<file path="config.mk">
export PLATFORM = sky130hd
export DESIGN_NAME = circular_queue_with_reverse
export DESIGN_NICKNAME = d
export VERILOG_FILES = /design/src/hw/rtl/cqr_pkg.sv /design/src/hw/rtl/circular_queue_with_reverse.sv /design/src/hw/rtl/cqr_ram.sv
export SDC_FILE = /design/constraint.sdc
export NUM_CORES = 1
export LEC_CHECK = 0
export BUFFER_PORTS_ARGS = -buffer_cell sky130_fd_sc_hd__buf_2
export CAP_MARGIN = 30
export CORE_ASPECT_RATIO = 1.25
export CORE_MARGIN = 2
export CORE_UTILIZATION = 67
export DETAILED_ROUTE_END_ITERATION = 7
export MAX_ROUTING_LAYER = met4
export PLACE_DENSITY = 0.82
export RECOVER_POWER = 25
export SLEW_MARGIN = 40
export SYNTH_ARGS = -nofsm -noshare
export SYNTH_HDL_FRONTEND = slang
export SYNTH_SLANG_ARGS = --single-unit
</file>
<file path="constraint.sdc">
create_clock -name clk -period 14.7 [get_ports clk]
set_input_delay 2.94 -clock clk [delete_from_list [all_inputs] [get_ports clk]]
set_output_delay 2.94 -clock clk [all_outputs]
set_load 0.02 [all_outputs]
</file>
<file path="src/hw/rtl/cqr_pkg.sv">
// ----------------------------------------------------------------------------
// cqr_pkg
// Shared types and constants of the circular queue with reverse.
// ----------------------------------------------------------------------------
package cqr_pkg;

  localparam int DEPTH   = 16;
  localparam int AW      = (DEPTH > 1) ? $clog2(DEPTH) : 1;
  localparam int CW      = $clog2(DEPTH + 1);
  localparam int WORD_W  = 32;
  localparam int CAP_W   = 5;
  localparam int KIND_W  = 2;
  localparam int STAT_W  = 2;
  localparam int COUNT_W = 5;

  localparam logic [CAP_W-1:0] CAP_RESET = CAP_W'(16);

  localparam logic [KIND_W-1:0] KIND_ENQ = 2'd0;
  localparam logic [KIND_W-1:0] KIND_DEQ = 2'd1;
  localparam logic [KIND_W-1:0] KIND_REV = 2'd2;

  localparam logic [STAT_W-1:0] STAT_DONE  = 2'd0;
  localparam logic [STAT_W-1:0] STAT_FULL  = 2'd1;
  localparam logic [STAT_W-1:0] STAT_EMPTY = 2'd2;

  typedef enum logic [2:0] {
    ST_IDLE,
    ST_RDA,
    ST_RDB,
    ST_WRA,
    ST_WRB,
    ST_RD,
    ST_OUT
  } state_t;

endpackage

</file>
<file path="src/hw/rtl/circular_queue_with_reverse.sv">
// ----------------------------------------------------------------------------
// circular_queue_with_reverse
// Ring-buffer queue of signed words with capacity register and reverse.
// ----------------------------------------------------------------------------
// Each request (enqueue, dequeue or reverse) is taken when start is high and
// busy is low, and answers with one result on done, in state ST_OUT after
// ST_RD; the next request can be taken in the cycle after done. A reverse
// of n entries first does floor(n/2) swaps in ST_RDA, ST_RDB, ST_WRA and
// ST_WRB, each taking two reads and two writes on the single read port and
// single write port of the ring memory, whose read is registered.
// Results are held for one cycle only. A capacity write empties the queue
// and is taken only while busy and start are low.
module circular_queue_with_reverse (
  input  logic                              clk,
  input  logic                              rst,
  input  logic                              start,
  output logic                              busy,
  input  logic [cqr_pkg::KIND_W-1:0]        kind,
  input  logic signed [cqr_pkg::WORD_W-1:0] value,
  input  logic                              cfg_valid,
  output logic                              cfg_ready,
  input  logic [cqr_pkg::CAP_W-1:0]         cfg_data,
  output logic                              done,
  output logic signed [cqr_pkg::WORD_W-1:0] front_value,
  output logic                              is_empty,
  output logic                              is_full,
  output logic [cqr_pkg::STAT_W-1:0]        status,
  output logic [cqr_pkg::COUNT_W-1:0]       count
);

  localparam int AW = cqr_pkg::AW;
  localparam int CW = cqr_pkg::CW;

  cqr_pkg::state_t state, state_next;

  logic [cqr_pkg::CAP_W-1:0]  capacity;
  logic [AW-1:0]              head, head_next;
  logic [CW-1:0]              cnt, cnt_next;
  logic [CW-1:0]              idx, idx_next;
  logic [cqr_pkg::STAT_W-1:0] stat, stat_next;
  logic [cqr_pkg::WORD_W-1:0] tmp_a, tmp_a_next;

  logic [CW-1:0]              cap;
  logic [CW-1:0]              pairs;
  logic [AW-1:0]              lo_slot, hi_slot;

  logic                       we;
  logic [AW-1:0]              waddr, raddr;
  logic [cqr_pkg::WORD_W-1:0] wdata, rdata;

  function automatic logic [AW-1:0] slot(input logic [AW-1:0] h,
                                         input logic [CW-1:0] off,
                                         input logic [CW-1:0] c);
    logic [CW:0] s;
    logic [CW:0] w;
    s = {1'b0, CW'(h)} + {1'b0, off};
    w = (s >= {1'b0, c}) ? (s - {1'b0, c}) : s;
    return AW'(w);
  endfunction

  // effective capacity, clamped to 1..DEPTH
  always_comb begin
    if (capacity == '0) begin
      cap = CW'(1);
    end else if (32'(capacity) > 32'(cqr_pkg::DEPTH)) begin
      cap = CW'(cqr_pkg::DEPTH);
    end else begin
      cap = CW'(capacity);
    end
  end

  assign pairs   = cnt >> 1;
  assign lo_slot = slot(head, idx, cap);
  assign hi_slot = slot(head, cnt - CW'(1) - idx, cap);

  assign busy      = (state != cqr_pkg::ST_IDLE);
  assign cfg_ready = (state == cqr_pkg::ST_IDLE) && !start;

  always_comb begin
    state_next = state;
    head_next  = head;
    cnt_next   = cnt;
    idx_next   = idx;
    stat_next  = stat;
    tmp_a_next = tmp_a;
    we         = 1'b0;
    waddr      = lo_slot;
    wdata      = rdata;
    raddr      = head;
    case (state)
      cqr_pkg::ST_IDLE: begin
        if (start) begin
          stat_next  = cqr_pkg::STAT_DONE;
          idx_next   = '0;
          state_next = cqr_pkg::ST_RD;
          case (kind)
            cqr_pkg::KIND_ENQ: begin
              if (cnt >= cap) begin
                stat_next = cqr_pkg::STAT_FULL;
              end else begin
                we       = 1'b1;
                waddr    = slot(head, cnt, cap);
                wdata    = value;
                cnt_next = cnt + CW'(1);
              end
            end
            cqr_pkg::KIND_DEQ: begin
              if (cnt == '0) begin
                stat_next = cqr_pkg::STAT_EMPTY;
              end else begin
                head_next = slot(head, CW'(1), cap);
                cnt_next  = cnt - CW'(1);
              end
            end
            cqr_pkg::KIND_REV: begin
              if (cnt >= CW'(2)) begin
                state_next = cqr_pkg::ST_RDA;
              end
            end
            default: begin
            end
          endcase
        end
      end
      cqr_pkg::ST_RDA: begin
        raddr      = lo_slot;
        state_next = cqr_pkg::ST_RDB;
      end
      cqr_pkg::ST_RDB: begin
        raddr      = hi_slot;
        tmp_a_next = rdata;
        state_next = cqr_pkg::ST_WRA;
      end
      cqr_pkg::ST_WRA: begin
        we         = 1'b1;
        waddr      = lo_slot;
        wdata      = rdata;
        state_next = cqr_pkg::ST_WRB;
      end
      cqr_pkg::ST_WRB: begin
        we       = 1'b1;
        waddr    = hi_slot;
        wdata    = tmp_a;
        idx_next = idx + CW'(1);
        if (idx + CW'(1) < pairs) begin
          state_next = cqr_pkg::ST_RDA;
        end else begin
          state_next = cqr_pkg::ST_RD;
        end
      end
      cqr_pkg::ST_RD: begin
        raddr      = head;
        state_next = cqr_pkg::ST_OUT;
      end
      cqr_pkg::ST_OUT: begin
        state_next = cqr_pkg::ST_IDLE;
      end
      default: begin
        state_next = cqr_pkg::ST_IDLE;
      end
    endcase
  end

  always_ff @(posedge clk) begin
    if (rst) begin
      state    <= cqr_pkg::ST_IDLE;
      capacity <= cqr_pkg::CAP_RESET;
      head     <= '0;
      cnt      <= '0;
      idx      <= '0;
      stat     <= cqr_pkg::STAT_DONE;
    end else begin
      state <= state_next;
      idx   <= idx_next;
      stat  <= stat_next;
      if (cfg_valid && cfg_ready) begin
        capacity <= cfg_data;
        head     <= '0;
        cnt      <= '0;
      end else begin
        head <= head_next;
        cnt  <= cnt_next;
      end
    end
  end

  always_ff @(posedge clk) begin
    tmp_a <= tmp_a_next;
  end

  cqr_ram #(
    .WIDTH (cqr_pkg::WORD_W),
    .DEPTH (cqr_pkg::DEPTH)
  ) u_ring (
    .clk   (clk),
    .we    (we),
    .waddr (waddr),
    .wdata (wdata),
    .raddr (raddr),
    .rdata (rdata)
  );

  assign done        = (state == cqr_pkg::ST_OUT);
  assign is_empty    = (cnt == '0);
  assign is_full     = (cnt >= cap);
  assign status      = stat;
  assign count       = cqr_pkg::COUNT_W'(cnt);
  assign front_value = is_empty ? -32'sd1 : signed'(rdata);

`ifndef NO_ASSERTIONS
  a_count_in_range: assert property (@(posedge clk) disable iff (rst)
    cnt <= cap)
    else $error("entry count above capacity");

  a_head_in_range: assert property (@(posedge clk) disable iff (rst)
    {1'b0, CW'(head)} < {1'b0, cap})
    else $error("head outside ring");

  a_take_goes_busy: assert property (@(posedge clk) disable iff (rst)
    (start && !busy) |=> busy)
    else $error("request taken without going busy");

  a_empty_front: assert property (@(posedge clk) disable iff (rst)
    (done && is_empty) |-> (front_value == -32'sd1))
    else $error("empty queue reports a front word");

  a_refused_keeps_count: assert property (@(posedge clk) disable iff (rst)
    (done && (status != cqr_pkg::STAT_DONE)) |-> $stable(cnt))
    else $error("refused request changed the count");
`endif

endmodule

</file>
<file path="src/hw/rtl/cqr_ram.sv">
// ----------------------------------------------------------------------------
// cqr_ram
// Generic simple dual-port RAM, one write and one registered read port.
// ----------------------------------------------------------------------------
module cqr_ram #(
  parameter int WIDTH = 32,
  parameter int DEPTH = 16
) (
  input  logic                                   clk,
  input  logic                                   we,
  input  logic [((DEPTH > 1) ? $clog2(DEPTH) : 1)-1:0] waddr,
  input  logic [WIDTH-1:0]                       wdata,
  input  logic [((DEPTH > 1) ? $clog2(DEPTH) : 1)-1:0] raddr,
  output logic [WIDTH-1:0]                       rdata
);

  logic [WIDTH-1:0] mem [DEPTH];

  always_ff @(posedge clk) begin
    if (we) begin
      mem[waddr] <= wdata;
    end
    rdata <= mem[raddr];
  end

endmodule

</file>
# ---- Yosys cells after proc, flatten, opt, wreduce, memory -nomap -nowiden
# Memory sizes are Yosys's and may differ from the RTL's. A register that Yosys moved wholly into a read port is not among the register bits.
# Cells that the tools add are included.
dict set report word_totals {
  mem_count 1
  inputBits 43
  reg_bits 56
  mem_bits_rw 512
  output_inout_bits 44
  wordCells 91
}
# memory words word_bits rd rd_ports_with_merged_regs wr line
set memory_table {}
lappend memory_table {u_ring.mem 16 32 1 1 1 cqr_ram.sv:17} ;# logic [WIDTH-1:0] mem [DEPTH];
dict set report op_classes {
  add_sub_neg 12
  n_eq_ne 11
  muxes 35
  n_bitwise 1
  reduce_logical 16
  magnitude_cmp 8
}
# op n
set ops {}
lappend ops {{$mux 32} 4}
lappend ops {{$pmux 32 s2} 1}
lappend ops {{$mux 4} 7}
lappend ops {{$mux 5} 5}
lappend ops {{$pmux 5 s2} 2}
lappend ops {{$add 4x5->6} 3}
lappend ops {{$ge 6x5->1} 3}
lappend ops {{$pmux 3 s6} 1}
lappend ops {{$pmux 4 s2} 2}
lappend ops {{$sub 4x4->4} 4}
lappend ops {{$mux 3} 4}
lappend ops {{$add 5x1->5 const B} 2}
lappend ops {{$ge 5x5->1} 2}
lappend ops {{$logic_not 5->1} 2}
lappend ops {{$eq 3x3->1 const B} 3}
lappend ops {{$eq 3x2->1 const B} 2}
lappend ops {{$mux 1} 6}
lappend ops {{$ne 2x2->1 const B} 3}
lappend ops {{$add 4x1->5 const B} 1}
lappend ops {{$ge 5x2->1 const B} 1}
lappend ops {{$gt 5x5->1 const B} 1}
lappend ops {{$lt 5x4->1} 1}
lappend ops {{$reduce_and 5->1} 1}
lappend ops {{$sub 5x1->5 const B} 1}
lappend ops {{17 further kinds} 21}

# ---- Depth between registers and ports, before layout
# Gate-level depths: netlist (run 1).
dict set report logic_depth {
  word_depth 10
  mapped_depth 22
  ltp_nobuf 20
}

# ---- Hierarchy
# A second synthesis (run 1) with hierarchy kept.
dict set report unflattened {
  cells_unflattened 1427
  area_unflattened_um2 24841.3
}
# mod n_inst cells_each area_per_inst_um2 seq_area_each_um2
set modules_own_cells {}
lappend modules_own_cells {cqr_ram 1 838 19835.3 16015.4}
lappend modules_own_cells {circular_queue_with_reverse 1 589 5006.1 1441.4}

# ---- Worst setup path before layout (run 1)
# Ideal clock, no wire load.
dict set report synth_timing {
  kind {input port to flip-flop}
  from {input kind[1] (netlist name)}
  to {memory u_ring.mem[2][0], enable pin}
  t_arrival_ps 5928
  path_buffers 0
  cell_stages 8
  setup_time_ps 425
  slack_ps 8347
  t_required_ps 14275
  cell_sequence {nor2_1 -> nand2_1 -> a2111oi_2 -> nor2_1 -> a2111oi_0 -> a221oi_1 -> nor3b_2 -> nor2b_1}
}
dict set report synth_between {
  elab_chain_len 6
  elab_cells_between_ends 9
}
# element line
set synth_lines {}
lappend synth_lines {{from (decl)} circular_queue_with_reverse.sv:18} ;# input logic [cqr_pkg::KIND_W-1:0] kind,
lappend synth_lines {{$logic_not 2->1 (*)} circular_queue_with_reverse.sv:96} ;# case (kind)
lappend synth_lines {{$mux 1} circular_queue_with_reverse.sv:96}
lappend synth_lines {{$mux 1} circular_queue_with_reverse.sv:92} ;# if (start) begin
lappend synth_lines {{$pmux 1 s2} circular_queue_with_reverse.sv:90} ;# case (state)
lappend synth_lines {{$mux 1} cqr_ram.sv:20} ;# if (we) begin
lappend synth_lines {{$mux 1 (not written as such)} cqr_ram.sv:21} ;# mem[waddr] <= wdata;
lappend synth_lines {{to (decl)} cqr_ram.sv:17}
# Mark *: on every way between the ends. The rest lies on a longest branch, timed or not.

# ---- Final worst setup path (run 1)
dict set report layout_timing {
  from {register state[2]}
  to {memory u_ring.mem[11][13], enable pin}
}
dict set report layout_between {
  elab_chain_len 5
  elab_cells_between_ends 8
}
# element line
set layout_lines {}
lappend layout_lines {{from (decl)} circular_queue_with_reverse.sv:34} ;# cqr_pkg::state_t state, state_next;
lappend layout_lines {{from (signal assigned)} circular_queue_with_reverse.sv:166} ;# state <= cqr_pkg::ST_IDLE;
lappend layout_lines {{from (signal assigned)} circular_queue_with_reverse.sv:173} ;# state <= state_next;
lappend layout_lines {{$eq 3x3->1 or $eq 3x2->1 (tied branches)} circular_queue_with_reverse.sv:90}
lappend layout_lines {{$reduce_or 2->1 (no line)} --}
lappend layout_lines {{$pmux 1 s2} circular_queue_with_reverse.sv:90}
lappend layout_lines {{$mux 1} cqr_ram.sv:20}
lappend layout_lines {{$mux 1 (not written as such)} cqr_ram.sv:21}
# Several ways; a longest one is shown, not always the timed one.

==> results.sh, run 1 <==
export IMPL_clock_sinks=600
export IMPL_outcome="complete, but fails checks"
export IMPL_drt_iter0_markers=1874
export IMPL_crit_arrival_ps=8490
export IMPL_synth_edf_count=544
export IMPL_worst_pin_slew_ps=2780
export IMPL_final_hold_viol_count=0
export IMPL_dp_hpwl_um=36600
export IMPL_crit_chain="clkbuf_1, inv_1, nor2_1, clkbuf_1, a221oi_1, nand3b_1, nor2_4, buf_4"
export IMPL_antenna_found_initial=0
export IMPL_synthCells=1661
export IMPL_final_cell_area_um2=29200
export IMPL_ant_nets=0
export IMPL_fp_dieH_um=224
export IMPL_ir_worst_vdd_mv=0.118
export IMPL_cellPowerDensity_nw_per_um2=166
export IMPL_drc=0
export IMPL_cts_tree="yes"
export IMPL_gp_congestion=0.891
export IMPL_synth_simple_area_share_pct=4.61
export IMPL_synth_compound_area_share_pct=10.0
export IMPL_grt_max_degree=104
export IMPL_drt_pass1_iterations=8
export IMPL_core_area_um2=38200
export IMPL_syn_num_nets=1762
export IMPL_path_delay_family="buffers and inverters"
export IMPL_violations="max-capacitance violations, max-slew violations"
export IMPL_clkTransAtPathRegs_ps=60
export IMPL_critPathMaxFanout=46
export IMPL_synthAdderAreaFrac_pct=3.02
export IMPL_finalMaxSlewViolations=105
export IMPL_layout_common_cells="544 x edfxtp_1, 248 x mux2_2, 127 x a32oi_1, 78 x buf_2, 69 x a22oi_1"
export IMPL_slowest_delay_ps=1960
export IMPL_cts_buffer_depth=3
export IMPL_yosys_most_used_dff="edfxtp_1"
export IMPL_holdBufCountCts=0
export IMPL_synth_top_family_by_area="multiplexers"
export IMPL_cts_root_buf="clkbuf_16"
export IMPL_n_fill_cell=2165
export IMPL_rsz0062_at_grt="no"
export IMPL_setup_tns_ps=0
export IMPL_critPathSlowestCell="clkbuf_1"
export IMPL_crit_top_cell="clkbuf_1"
export IMPL_synthMuxAreaShare_pct=11.5
export IMPL_finClkSkew_ps=12.6
export IMPL_initial_utilization_pct=68.0
export IMPL_r2r_slack_ps=6450
export IMPL_holdCritPathClass="flop to flop"
export IMPL_ctsResizeCount=0
export IMPL_grt_pass1_vias=16100
export IMPL_die_w_um=180
export IMPL_start_kind="flop"
export IMPL_multi_input_area_um2=8080
export IMPL_vias=16000
export IMPL_critPathCaptureType="flop"
export IMPL_grt_pass1_wl_um=95200
export IMPL_synth_cell_types=68
export IMPL_synth_area_um2=26000
export IMPL_p_leak_uw=0.00960
export IMPL_ys_warn_count=0
export IMPL_fin_crit_sh_pct=56.1
export IMPL_final_layout_size_suffix_gt1_share_pct=29.7
export IMPL_cts_buffers=55
export IMPL_yosysSeqAreaShare_pct=67.1
export IMPL_yosys_register_bits=600
export IMPL_n_antenna_cell=0
export IMPL_cp_required_ps=14940
export IMPL_min_period_ps=8250
export IMPL_cts_setup_buffers=0
export IMPL_seq_area_um2=17500
export IMPL_htree_levels=2
export IMPL_insertion_delay_ps=600
export IMPL_io_pins=87
export IMPL_synth_area_per_cell_um2=15.7
export IMPL_nNetsFinal=1871
export IMPL_wl_per_cell_um=27.6
export IMPL_grt_use_total_pct=32.1
export IMPL_drv_cap=4
export IMPL_grt_overflow=0
export IMPL_place_area_um2=27500
export IMPL_fmax_mhz=121
export IMPL_critPathBufInv=4
export IMPL_syn2layout_area_growth_pct=12.3
export IMPL_criticalPathCategory="flop to flop"
export IMPL_max_slew_margin_pct=-85.4
export IMPL_viasPerCell=6.93
export IMPL_rows=80
export IMPL_layout_commonest_cell="edfxtp_1"
export IMPL_async_flop_share_pct=0
export IMPL_dieArea_um2=40400
export IMPL_wl_um=63700
export IMPL_portBuffers=86
export IMPL_yosys_area_share_xor_xnor_pct=1.04
export IMPL_setup_violations=0
==> where the power goes <==
part	switching, µW	leakage, µW	total, µW	internal [µW]
combinational	728	0.00334	1120	388
clock	607	0.000881	1410	807
sequential	93.0	0.00538	2330	2240
total	1430	0.00960	4860	3430
==> registers in the layout (all words and copies together), names as in the netlist <==
| name | cells |
|---|---|
| u_ring.mem | 512 |
| tmp_a | 32 |
| u_ring.rdata | 32 |
| capacity | 5 |
| count | 5 |
| idx | 5 |
| head | 4 |
| state | 3 |
| status | 2 |
==> metrics by stage <==
step           utilization [%]  total power (µW)  setup slack, ps  hold WS (ps)  std cells
2_1_floorplan                -              3060             8350           431       1661
3_3_place_gp              70.8              3380             7860           455       2187
3_5_place_dp              71.9              3460             7970           468       2204
4_1_cts                   76.6              4860             7980           475       2307
5_1_grt                   76.4              5010             6220           504       2308
6_report                  76.4              4860             6450           473       2308
==> worst reg2reg max path, cell delays in order (launching register included) <==
cell and delay, ps:
dfxtp_2 310, clkbuf_1 1960, inv_1 760, nor2_1 1660
clkbuf_1 1180, a221oi_1 430, nand3b_1 530, nor2_4 580
buf_4 480
==> worst paths after layout <==
check | start | to | depth (start not counted)
max | state[2] | u_ring.mem[11][13] | 8
min | capacity[0] | capacity[0] | 2
max reg2reg | state[2] | u_ring.mem[11][13] | 8
min reg2reg | capacity[0] | capacity[0] | 2
==> cell usage after synthesis (all sizes together) (4+ instances only) <==
| cell | instances | area share, % |
|---|---|---|
| xor2 | 9 | 0.30 |
| buf | 67 | 1.6 |
| nand3b | 4 | 0.12 |
| xnor2 | 22 | 0.74 |
| edfxtp | 544 | 63 |
| nand2b | 8 | 0.19 |
| nand2 | 33 | 0.49 |
| and3 | 6 | 0.14 |
| nand4 | 35 | 0.84 |
| and2 | 4 | 0.096 |
| a32oi | 127 | 4.3 |
| nor2 | 49 | 0.74 |
| nor2b | 10 | 0.24 |
| a22oi | 69 | 2.0 |
| a21oi | 36 | 0.69 |
| mux2 | 256 | 11 |
| clkbuf | 31 | 0.45 |
| nor4 | 4 | 0.096 |
| nor3 | 14 | 0.29 |
| mux2i | 12 | 0.46 |
| a211oi | 7 | 0.22 |
| or2 | 33 | 0.79 |
| ha | 50 | 2.4 |
| o21ai | 46 | 0.88 |
| a221oi | 4 | 0.18 |
| dfxtp | 56 | 4.3 |
| inv | 41 | 0.59 |
| fa | 8 | 0.62 |
| nand3 | 17 | 0.35 |
| a21o | 21 | 0.61 |
==> kinds of logic (layout without fill, tap and decap cells) <==
family | after synthesis | in the layout
AOI/OAI and AO/OA | 342 | 342
xor gates and xnor gates | 31 | 31
adders and majority gates | 58 | 58
buffers and inverters | 139 | 294
DFF | 600 | 600
muxes | 268 | 268
and+or+nand+nor | 223 | 223
==> routing by layer <==
layer  share of wire, %  wire, µm  global-route usage, %
met4                4.5      2860                   15.5
met3                 10      6400                   6.14
met1                 37     23300                   39.5
met5                  0         0                      -
met2                 49     31200                   51.8
==> final cells by class <==
| type | count | area share [%] |
|---|---|---|
| clock buffer | 81 | 5.32 |
| clock inverter | 22 | 0.840 |
| inverter | 41 | 0.527 |
| multi-input combinational | 922 | 27.7 |
| sequential | 600 | 59.8 |
| tap | 492 | 2.11 |
| timing repair buffer | 150 | 3.78 |
No activity file was read; power rests on OpenSTA's default activity.
==> run 2: changes to the inputs <==
--- a/config.mk
+++ b/config.mk
@@ -9,10 +9,10 @@
 export CAP_MARGIN = 30
 export CORE_ASPECT_RATIO = 1.25
 export CORE_MARGIN = 2
-export CORE_UTILIZATION = 67
+export CORE_UTILIZATION = 62
 export DETAILED_ROUTE_END_ITERATION = 7
 export MAX_ROUTING_LAYER = met4
-export PLACE_DENSITY = 0.82
+export PLACE_DENSITY = 0.77
 export RECOVER_POWER = 25
 export SLEW_MARGIN = 40
 export SYNTH_ARGS = -nofsm -noshare
==> constraint.sdc (replaced) <==
create_clock -name clk -period 8.06 [get_ports clk]
set_input_delay 1.612 -clock clk [delete_from_list [all_inputs] [get_ports clk]]
set_output_delay 1.612 -clock clk [all_outputs]
set_load 0.02 [all_outputs]
==> results.sh, run 2 (synthesized netlist as in run 1, its figures left out) <==
export IMPL_cts_tree="yes"
export IMPL_final_cell_area_um2=29300
export IMPL_portBuffers=86
export IMPL_largest_reg_flops=512
export IMPL_start_kind="flop"
export IMPL_criticalPathCategory="flop to flop"
export IMPL_die_w_um=187
export IMPL_dp_hpwl_um=38900
export IMPL_rsz0062_at_grt="no"
export IMPL_viasPerCell=6.71
export IMPL_swShare_pct=29.8
export IMPL_min_period_ps=6940
export IMPL_critPathCaptureType="flop"
export IMPL_syn2layout_area_growth_pct=12.6
export IMPL_gp_congestion=0.837
export IMPL_cts_buffers=55
export IMPL_holdBufCountCts=0
export IMPL_grt_pass1_wl_um=96400
export IMPL_fin_ws_ps=1120
export IMPL_crit_path_start="capacity[1]"
export IMPL_finClkSkew_ps=22.8
export IMPL_critPathMaxFanout=32
export IMPL_p_leak_uw=0.00955
export IMPL_core_area_um2=41200
export IMPL_setup_tns_ps=0
export IMPL_grt_pass1_vias=15700
export IMPL_r2r_start="capacity[1]"
export IMPL_pwr_share_clk_pct=29.8
export IMPL_p_comb_share_pct=22.9
export IMPL_worst_pin_slew_ps=2380
export IMPL_min_path_cells=2
export IMPL_wl_um=64800
export IMPL_setup_violations=0
export IMPL_wl_per_cell_um=27.5
export IMPL_p_switching_uw=2670
export IMPL_drt_iter0_markers=1707
export IMPL_grt_use_total_pct=30.5
export IMPL_hold_slack_ps=471
export IMPL_top_register="u_ring.mem"
export IMPL_holdCritPathClass="flop to flop"
export IMPL_initial_utilization_pct=63.1
export IMPL_p_int_uw=6290
export IMPL_final_hold_viol_count=0
export IMPL_n_fill_cell=2634
export IMPL_worstRegToRegCells=13
export IMPL_reg_top3="u_ring.mem x512, tmp_a x32, u_ring.rdata x32"
export IMPL_ir_worst_vdd_mv=0.274
export IMPL_worst_hold_startpoint="capacity[0]"
export IMPL_vias=15800
export IMPL_rows=83
export IMPL_max_slew_margin_pct=-58.5
export IMPL_layout_common_cells="544 x edfxtp_1, 248 x mux2_2, 127 x a32oi_1, 69 x a22oi_1, 67 x clkbuf_1"
export IMPL_drt_pass1_iterations=5
export IMPL_insertion_delay_ps=600
export IMPL_finalMaxSlewViolations=138
export IMPL_final_layout_size_suffix_gt1_share_pct=28.3
export IMPL_finalPower_uw=8960
export IMPL_r2r_slack_ps=1120
export IMPL_dieArea_um2=43600
export IMPL_outcome="complete, but fails checks"
export IMPL_cts_setup_buffers=0
export IMPL_cts_root_buf="clkbuf_16"
export IMPL_place_ws_ps=1790
export IMPL_fmax_mhz=144
export IMPL_drc=0
export IMPL_nNetsFinal=1865
export IMPL_cts_buffer_depth=3
export IMPL_seq_power_share_pct=47.3
export IMPL_ctsResizeCount=0
export IMPL_fp_dieH_um=233
export IMPL_clkTransAtPathRegs_ps=60
export IMPL_crit_arrival_ps=7100
export IMPL_clock_sinks=600
export IMPL_grt_overflow=0
export IMPL_io_pins=87
export IMPL_cp_required_ps=8220
export IMPL_place_area_um2=27500
export IMPL_ant_nets=0
export IMPL_layout_commonest_cell="edfxtp_1"
export IMPL_n_antenna_cell=0
export IMPL_cellPowerDensity_nw_per_um2=306
export IMPL_fin_crit_sh_pct=86.1
export IMPL_drv_cap=5
export IMPL_htree_levels=2
export IMPL_hold_path_end="capacity[0]"
export IMPL_grt_max_degree=86
export IMPL_antenna_found_initial=0
export IMPL_rr_endpoint="u_ring.mem[13][3]"
export IMPL_violations="max-capacitance violations, max-slew violations"
## run 2: cell types whose count changed in the layout (fill, tap and decap cells not counted), moves of 5 or more
cell      before  now
buf_2         78   42
o21ai_2        9   21
buf_8          6   11
clkbuf_1      45   67
o21ai_0       35   24
clkinv_1       3   10
## run 2: power groups by stage
stage	registers, µW	clock network, µW	logic, µW
CTS	4230	2690	2070
floorplan	4230	0	1340
global route	4260	2810	2190
finish	4240	2670	2050
detailed placement	4290	0	2060
global placement	4290	0	1950
## run 2: layout make-up
class	instances	area [µm²]	area share [%]
Sequential cell	600	17500	59.6
Multi-Input combinational cell	922	8120	27.7
Clock buffer	68	1500	5.11
Timing Repair Buffer	144	1000	3.42
Tap cell	552	691	2.36
Clock inverter	33	363	1.24
Inverter	41	154	0.526
## run 2: metrics by stage
stage / std cells / util (%)
after floorplan: 1661 / -
after global placement: 2240 / 65.7
after detailed placement: 2256 / 66.7
after CTS: 2357 / 71.2
after global routing: 2360 / 71.0
final: 2360 / 71.0
## run 2: critical path, stage by stage (launching register included)
cell and delay, ps:
dfxtp_1 330, nor3_1 180, nor2_1 70, nor2_1 120, clkbuf_1 420, ha_1 330
nand2b_1 160, a21o_1 180, a21o_1 190, a2111oi_0 1050, o21a_2 310, clkbuf_1 1690
a22oi_1 160, o21ai_0 1310
## run 2: worst max-delay path by stage
stage	endpoint	depth (start not counted)
2_1_floorplan	u_ring.mem[2][0]	16
3_3_place_gp	u_ring.mem[6][12]	18
3_5_place_dp	u_ring.mem[0][19]	19
4_1_cts	u_ring.mem[1][31]	19
5_1_grt	u_ring.mem[3][3]	13
6_report	u_ring.mem[13][3]	13
## run 2: layer usage
metal	routed length, µm	up-vias	global-route usage (%)
met4	2410	0	12.2
met1	24900	7935	38.4
li1	-	6865	-
met2	32100	858	50.7
met3	5460	168	4.18
met5	0	-	-
==> run 3: changes to the inputs <==
--- a/config.mk
+++ b/config.mk
@@ -5,14 +5,15 @@
 export SDC_FILE = /design/constraint.sdc
 export NUM_CORES = 1
 export LEC_CHECK = 0
+export ABC_AREA = 1
 export BUFFER_PORTS_ARGS = -buffer_cell sky130_fd_sc_hd__buf_2
 export CAP_MARGIN = 30
 export CORE_ASPECT_RATIO = 1.25
 export CORE_MARGIN = 2
-export CORE_UTILIZATION = 62
+export CORE_UTILIZATION = 63
 export DETAILED_ROUTE_END_ITERATION = 7
 export MAX_ROUTING_LAYER = met4
-export PLACE_DENSITY = 0.77
+export PLACE_DENSITY = 0.78
 export RECOVER_POWER = 25
 export SLEW_MARGIN = 40
 export SYNTH_ARGS = -nofsm -noshare
==> results.sh, run 3 <==
export IMPL_rsz0062_at_grt="no"
export IMPL_wl_um=77500
export IMPL_finClkSkew_ps=27.5
export IMPL_synth_area_um2=28100
export IMPL_worstRegToRegCells=15
export IMPL_n_antenna_cell=0
export IMPL_place_area_um2=29600
export IMPL_syn_num_nets=2899
export IMPL_criticalPathCategory="flop to primary output"
export IMPL_p_leak_uw=0.0130
export IMPL_clock_sinks=600
export IMPL_synth_most_common_cell="nand3_1"
export IMPL_core_area_um2=44000
export IMPL_portBuffers=86
export IMPL_r2r_start="capacity[1]"
export IMPL_cp_required_ps=6450
export IMPL_cellPowerDensity_nw_per_um2=358
export IMPL_drv_cap=3
export IMPL_synthCells=2798
export IMPL_swShare_pct=38.4
export IMPL_rr_endpoint="u_ring.mem[2][1]"
export IMPL_p_comb_share_pct=36.9
export IMPL_grt_overflow=0
export IMPL_grt_use_total_pct=34.6
export IMPL_die_w_um=193
export IMPL_p_switching_uw=4330
export IMPL_nNetsFinal=2990
export IMPL_min_path_cells=0
export IMPL_r2r_slack_ps=1700
export IMPL_hold_path_end="tmp_a[14]"
export IMPL_critPathCaptureType="primary output"
export IMPL_critPathMaxFanout=26
export IMPL_holdBufCountCts=0
export IMPL_vias=21400
export IMPL_min_period_ps=6830
export IMPL_p_int_uw=6930
export IMPL_ctsResizeCount=0
export IMPL_finalMaxSlewViolations=118
export IMPL_finalPower_uw=11300
export IMPL_async_flop_share_pct=0
export IMPL_grt_max_degree=135
export IMPL_ys_warn_count=0
export IMPL_syn2layout_area_growth_pct=11.8
export IMPL_synth_area_leaders="edfxtp_1 58%, nand3_1 11%, nand2_1 7.6%"
export IMPL_ant_nets=0
export IMPL_synth_area_per_cell_um2=10.0
export IMPL_cts_setup_buffers=0
export IMPL_grt_pass1_vias=20900
export IMPL_cts_root_buf="clkbuf_16"
export IMPL_drt_iter0_markers=2721
export IMPL_max_slew_margin_pct=-109
export IMPL_fmax_mhz=147
export IMPL_violations="max-capacitance violations, max-slew violations"
export IMPL_antenna_found_initial=1
export IMPL_utilization_pct=71.4
export IMPL_n_fill_cell=3023
export IMPL_final_layout_size_suffix_gt1_share_pct=9.64
export IMPL_cts_buffers=55
export IMPL_gp_congestion=0.930
export IMPL_place_ws_ps=1930
export IMPL_initial_utilization_pct=63.8
export IMPL_fin_crit_sh_pct=84.7
export IMPL_rows=86
export IMPL_cts_tree="yes"
export IMPL_io_pins=87
export IMPL_yosys_most_used_dff="edfxtp_1"
export IMPL_synthDominantCellAreaShare_pct=58.1
export IMPL_outcome="complete, but fails checks"
export IMPL_yosys_top_cells_count="607 x nand3_1, 570 x nand2_1, 544 x edfxtp_1, 427 x inv_1, 111 x buf_2"
export IMPL_dp_hpwl_um=44100
export IMPL_cts_buffer_depth=3
export IMPL_wl_per_cell_um=22.1
export IMPL_worst_pin_slew_ps=3130
export IMPL_setup_tns_ps=0
export IMPL_insertion_delay_ps=630
export IMPL_top_register="u_ring.mem"
export IMPL_start_kind="flop"
export IMPL_ir_worst_vdd_mv=0.269
export IMPL_pwr_share_clk_pct=23.8
export IMPL_layout_commonest_cell="nand3_1"
export IMPL_viasPerCell=6.10
export IMPL_crit_arrival_ps=5210
export IMPL_seq_power_share_pct=39.4
export IMPL_htree_levels=2
export IMPL_fp_dieH_um=240
export IMPL_layout_common_cells="607 x nand3_1, 568 x nand2_1, 544 x edfxtp_1, 427 x inv_1, 102 x buf_2"
export IMPL_reg_top3="u_ring.mem x512, tmp_a x32, u_ring.rdata x32"
export IMPL_dieArea_um2=46300
export IMPL_drc=0
export IMPL_synth_cell_types=40
export IMPL_final_cell_area_um2=31400
export IMPL_final_hold_viol_count=0
export IMPL_worst_hold_startpoint="u_ring.rdata[14]"
export IMPL_grt_pass1_wl_um=116000
export IMPL_fin_ws_ps=1230
export IMPL_largest_reg_flops=512
export IMPL_yosysSeqAreaShare_pct=62.1
export IMPL_holdCritPathClass="flop to flop"
export IMPL_setup_violations=0
export IMPL_clkTransAtPathRegs_ps=70
export IMPL_yosysTopAreaCell="edfxtp_1"
export IMPL_drt_pass1_iterations=8
export IMPL_yosys_register_bits=600
export IMPL_synth_edf_count=544
-- run 3: critical path, cell delays in order, from the launching register on --
cell	delay [ps]
dfxtp_1	440
nor2_1	120
inv_1	770
nor2_1	530
clkbuf_1	420
clkinv_1	130
clkbuf_1	1690
nor2_1	210
buf_2	280
-- run 3: logic make-up after synthesis --
kind of cell               after synthesis  share of synthesized area (%)
xor gates and xnor gates                26                          0.811
and+or+nand+nor                       1347                           22.0
buffers and inverters                  586                           8.54
AOI/OAI and AO/OA                      181                           3.69
DFF                                    600                           62.1
adders and majority gates               58                           2.80
-- run 3: area by class of cell --
class | instances | area, µm² | area share (%)
Clock inverter | 33 | 377 | 1.20
Tap cell | 572 | 716 | 2.28
Sequential cell | 600 | 17500 | 55.6
Multi-Input combinational cell | 1612 | 8400 | 26.7
Timing Repair Buffer | 186 | 1370 | 4.37
Inverter | 434 | 1640 | 5.23
Clock buffer | 70 | 1440 | 4.59
-- run 3: stage by stage --
step | hold slack, ps | cells
5_1_grt | 446 | 3507
3_5_place_dp | 415 | 3401
4_1_cts | 430 | 3504
2_1_floorplan | 408 | 2798
6_report | 432 | 3507
3_3_place_gp | 412 | 3338
-- run 3: worst max-delay path by stage --
stage                        start           endpoint  slack, ps  cells after the start
after floorplan           count[1]   u_ring.mem[7][0]       2140                     24
after global placement    count[1]  u_ring.mem[4][21]       1960                     25
after detailed placement  count[1]  u_ring.mem[7][27]       1930                     25
after CTS                 count[1]  u_ring.mem[7][27]       1870                     25
after global routing      state[0]          cfg_ready       1250                      8
final                     state[0]          cfg_ready       1230                      8
-- run 3: layer usage --
| metal | share of wire (%) | global-route usage [%] |
|---|---|---|
| met1 | 36 | 42.3 |
| met2 | 48 | 54.2 |
| met3 | 11 | 7.02 |
| met4 | 5.1 | 19.0 |
| met5 | 0 | - |
-- run 3: power groups by stage --
stage               clock, µW  sequential [µW]  combinational (µW)
floorplan                   0             4460                2640
global placement            0             4510                3690
detailed placement          0             4490                4030
CTS                      2680             4430                4080
global route             2790             4450                4490
finish                   2670             4430                4150
